### src/rtl/wsfc_div.sv
// Pipelined restoring divider, one quotient bit per stage
`timescale 1ns / 1ps
module wsfc_div #(
  parameter int DW = 40,
  parameter int VW = 9,
  parameter int QW = 33
) (
  input  logic          clk_i,
  input  logic          en_i,
  input  logic [DW-1:0] dividend_i,
  input  logic [VW-1:0] divisor_i,
  output logic [QW-1:0] quotient_o
);

  localparam int W = VW + QW;

  logic [W-1:0]  rem_q [1:QW];
  logic [VW-1:0] dvs_q [1:QW];
  logic [QW-1:0] quo_q [1:QW];

  logic [W-1:0]  rem_in [0:QW-1];
  logic [VW-1:0] dvs_in [0:QW-1];
  logic [QW-1:0] quo_in [0:QW-1];
  logic [W-1:0]  sub_v  [0:QW-1];

  always_comb begin
    rem_in[0] = W'(dividend_i);
    dvs_in[0] = divisor_i;
    quo_in[0] = '0;
    for (int s = 1; s < QW; s++) begin
      rem_in[s] = rem_q[s];
      dvs_in[s] = dvs_q[s];
      quo_in[s] = quo_q[s];
    end
    for (int s = 0; s < QW; s++) begin
      sub_v[s] = W'(dvs_in[s]) << (QW - 1 - s);
    end
  end

  always_ff @(posedge clk_i) begin
    if (en_i) begin
      for (int s = 0; s < QW; s++) begin
        dvs_q[s+1] <= dvs_in[s];
        if (rem_in[s] >= sub_v[s]) begin
          rem_q[s+1] <= rem_in[s] - sub_v[s];
          quo_q[s+1] <= quo_in[s] | (QW'(1) << (QW - 1 - s));
        end else begin
          rem_q[s+1] <= rem_in[s];
          quo_q[s+1] <= quo_in[s];
        end
      end
    end
  end

  assign quotient_o = quo_q[QW];

endmodule

### config.mk
export PLATFORM = sky130hd
export DESIGN_NAME = wsfc_div
export DESIGN_NICKNAME = d
export VERILOG_FILES = /design/src/rtl/wsfc_div.sv
export SDC_FILE = /design/constraint.sdc
export NUM_CORES = 2
export LEC_CHECK = 0
export ABC_AREA = 1
export BUFFER_PORTS_ARGS = -buffer_cell sky130_fd_sc_hd__buf_2
export CAP_MARGIN = 25
export CORE_ASPECT_RATIO = 0.6
export CORE_MARGIN = 10
export CORE_UTILIZATION = 45
export DETAILED_ROUTE_END_ITERATION = 6
export SLEW_MARGIN = 0
export SYNTH_ARGS = -nofsm -noshare
export SYNTH_HDL_FRONTEND = slang
export SYNTH_SLANG_ARGS = --single-unit
### constraint.sdc
create_clock -name clk_i -period 3.4 [get_ports clk_i]
set_input_delay 0.17 -clock clk_i [delete_from_list [all_inputs] [get_ports clk_i]]
set_output_delay 0.17 -clock clk_i [all_outputs]
set_load 0.01 [all_outputs]
==> results.md <==
* Post-CTS setup buffers at 0
* Routed vias/inst at ~5.1
* Area Overhead vs Synth at 10.2%
* Net Sw Frac at 34.4%
* Final hold vios at 0
* Sequential power share at 45.3%
* Port bufs at 83
* Synth top area share at ~56%
* Post-CTS Resized at 0
* Total GRT Usage at about a fifth
* WL/cell at ~18 microns
* Worst setup EP type: flip-flop
* CTS tree: done
* F_max at between 0.3 and 0.4 GHz
* Mapped Nets at between 10000 and 15000
* Power per cell area at between 600 and 700 nW/um^2
* Clk sink count at 2193
* Status: finished, violations left
* Clock network power share at roughly 28%
* Clock Path Buffers at 4
* Residual DRC at 7
* First-pass GRT wire length at between 400000 and 500000 microns
* Max Slew Vio Count at 0
* Switching power at 28.3 mW
* Critical path class: flip-flop to flip-flop
* Tmin final at 2.94 ns
* Largest net degree at the start of global routing at between 150 and 200
* Starting density of the core at a little under half
* Root Driver: clkbuf_16
* Core area at 261000 sq um
* Cell count after synthesis at about 13000
* H-tree Lvls at 4
* Die Y-Extent at 417 microns
* Antenna viol nets, final at 0
* Total Routed Length at between 300000 and 400000 microns
* Sequential-to-total area share from yosys stat at 55.6%
* Final core occ at about half
* Largest cells by area after synthesis: edfxtp_1 (56%), nand2_1 (12%), inv_1 (7.5%), nor2_1 (5.5%), nand3_1 (3.8%)
* Non-Filler Instances at ~17000
* Yosys cell types at 59
* Clock edge transition at the registers on the reported setup and hold paths at 0.06 ns
* Most common cell after layout, fill and taps aside: nand2_1
* Worst EP required at approximately 4 ns
* HP Class: input pin to flip-flop
* Setup TNS at 0 ns
* Relative slew slack at between 20 and 30%
* Dpl ws at roughly 0.59 ns
* Die width at 682 microns
* Peak supply drop at around 470 uV
* Vias in the first global route at between 80000 and 90000
* Max_cap viols at 0
* Arrival time worst endpoint at 3.55 ns
* Number of synthesis warnings at 0
* Lkg Pwr at approximately 57 nW
* IO Count at 84
* Clock buffer count from CTS at 209
* Commonest cells after routing, fill and taps aside: nand2_1 (3855), inv_1 (2363), edfxtp_1 (2193)
* Site Rows at 145
* Initial antenna violation count at 5
* Combinational share of power at 26.5%
* Fill count at between 20000 and 25000
* Final GP Congestion at about 0.95
* Hold_buf cts at between 80 and 90
* Clock latency on the worst-skew pair at roughly 0.87 ns
* Total grt overflow at 0
* Tcrit/Tclk final at between 80% and 90%
* Yosys top cell by area: edfxtp_1
* Final Skew at 0.0497 ns
* Die ar. at about 280000 sq um
* Via Count at ~88000
* Nets at about 14000
* Syn Area/Cell at between 8 and 9 sq um
* Final HPWL DP at between 200000 and 250000 microns
* Pre-antenna DRT Iters at 7
* Layout cells sized above 1 at under 10%
* #FFs+latches synth at 2193
* Setup WS post-layout at 0.464 ns
* Failing checks: design-rule violations
* Synth Cell Area at around 120000 sq um
* RSZ-0062 raised after global routing: no
* CP max FO at 20
* Dpl cells at roughly 17000
* Worst-margin pin slew at roughly 1.1 ns
* CP Launch Type: flip-flop
* Internal power at roughly 54 mW
* Overall power at 82.2 mW
* Final setup fails at 0
* Drt first-iter violations at approximately 10000
## stage by stage
stage	hold WS, ns	cell area [sq um]
floorplan	0.269	118000
global placement	0.363	123000
detailed placement	0.364	123000
CTS	0.00235	130000
global route	0.0228	130000
finish	0.0544	130000
## registers in the layout (all words and copies together), names as in the netlist
name / cells
quo_q: 561
dvs_q: 288
rem_q: 1344
## kinds of logic (layout without fill, tap and decap cells)
| group | after synthesis | count (layout) | share of synthesized area (%) |
|---|---|---|---|
| AOI/OAI and AO/OA | 447 | 447 | 2.21 |
| DFF | 2193 | 2193 | 55.6 |
| other | 0 | 2 | 0 |
| adders and majority gates | 328 | 328 | 3.67 |
| buffers and inverters | 2509 | 3001 | 8.33 |
| and+or+nand+nor | 7554 | 7554 | 27.7 |
| xor gates and xnor gates | 331 | 331 | 2.45 |
## metal layers
metal | global-route usage (%) | wire [microns] | up-vias
met5 | 0 | 13 | -
met3 | 5.16 | 29300 | 350
met1 | 34.3 | 156000 | 40774
met2 | 28.7 | 120000 | 3023
li1 | - | - | 43859
met4 | 3.83 | 5700 | 2
## Yosys cell counts (all sizes together)
cell	n
nand2	3924
inv	2390
edfxtp	2193
nor2	1927
nand3	952
nand4	439
ha	296
xor2	221
o21ai	204
a21oi	190
nor3	161
xnor2	110
buf	79
nand3b	78
clkbuf	37
fa	32
and2	29
o21bai	19
or2	17
nor4	16
a21boi	13
a21o	8
o21a	5
nor3b	4
o211ai	4
and3	3
clkinv	3
nor2b	3
a211oi	2
and3b	1
o211a	1
o31ai	1
## critical path, stage by stage, from the launching register on
cell and delay [ns]:
edfxtp_1 0.36, inv_1 0.09, ha_1 0.17, inv_1 0.08, fa_1 0.38, nand2_1 0.10
nand2_1 0.11, nand3_2 0.11, nand2_4 0.10, nand2_4 0.09, nand3_1 0.06, nor2_1 0.37
nand2_2 0.38, and2_1 0.27
## power by group through the flow
| stage | registers [mW] | logic [mW] | clock network [mW] |
|---|---|---|---|
| detailed placement | 37.7 | 21.2 | 0 |
| finish | 37.2 | 21.8 | 23.2 |
| floorplan | 36.2 | 15.7 | 0 |
| CTS | 37.2 | 21.4 | 23.8 |
| global placement | 37.7 | 21.2 | 0 |
| global route | 37.5 | 24.7 | 24.9 |
## worst paths after layout
kind / start / to / slack [ns] / depth (start not counted)
setup / recovery: rem_q[0][934] / rem_q[0][985] / 0.46 / 13
hold / removal: dividend_i[7] / rem_q[0][49] / 0.05 / 2
setup reg to reg: rem_q[0][934] / rem_q[0][985] / 0.46 / 13
hold reg to reg: quo_q[0][738] / quo_q[0][771] / 0.40 / 0
## layout make-up
type	count	area, sq um	share of cell area [%]
Antenna cell	2	5.00	0.00384
Sequential cell	2193	65900	50.5
Clock inverter	133	1250	0.961
Tap cell	3454	4320	3.31
Inverter	2393	8980	6.89
Clock buffer	246	5410	4.15
Timing Repair Buffer	229	1980	1.52
Multi-Input combinational cell	8660	42600	32.7
(Power assumes the default switching activity.)
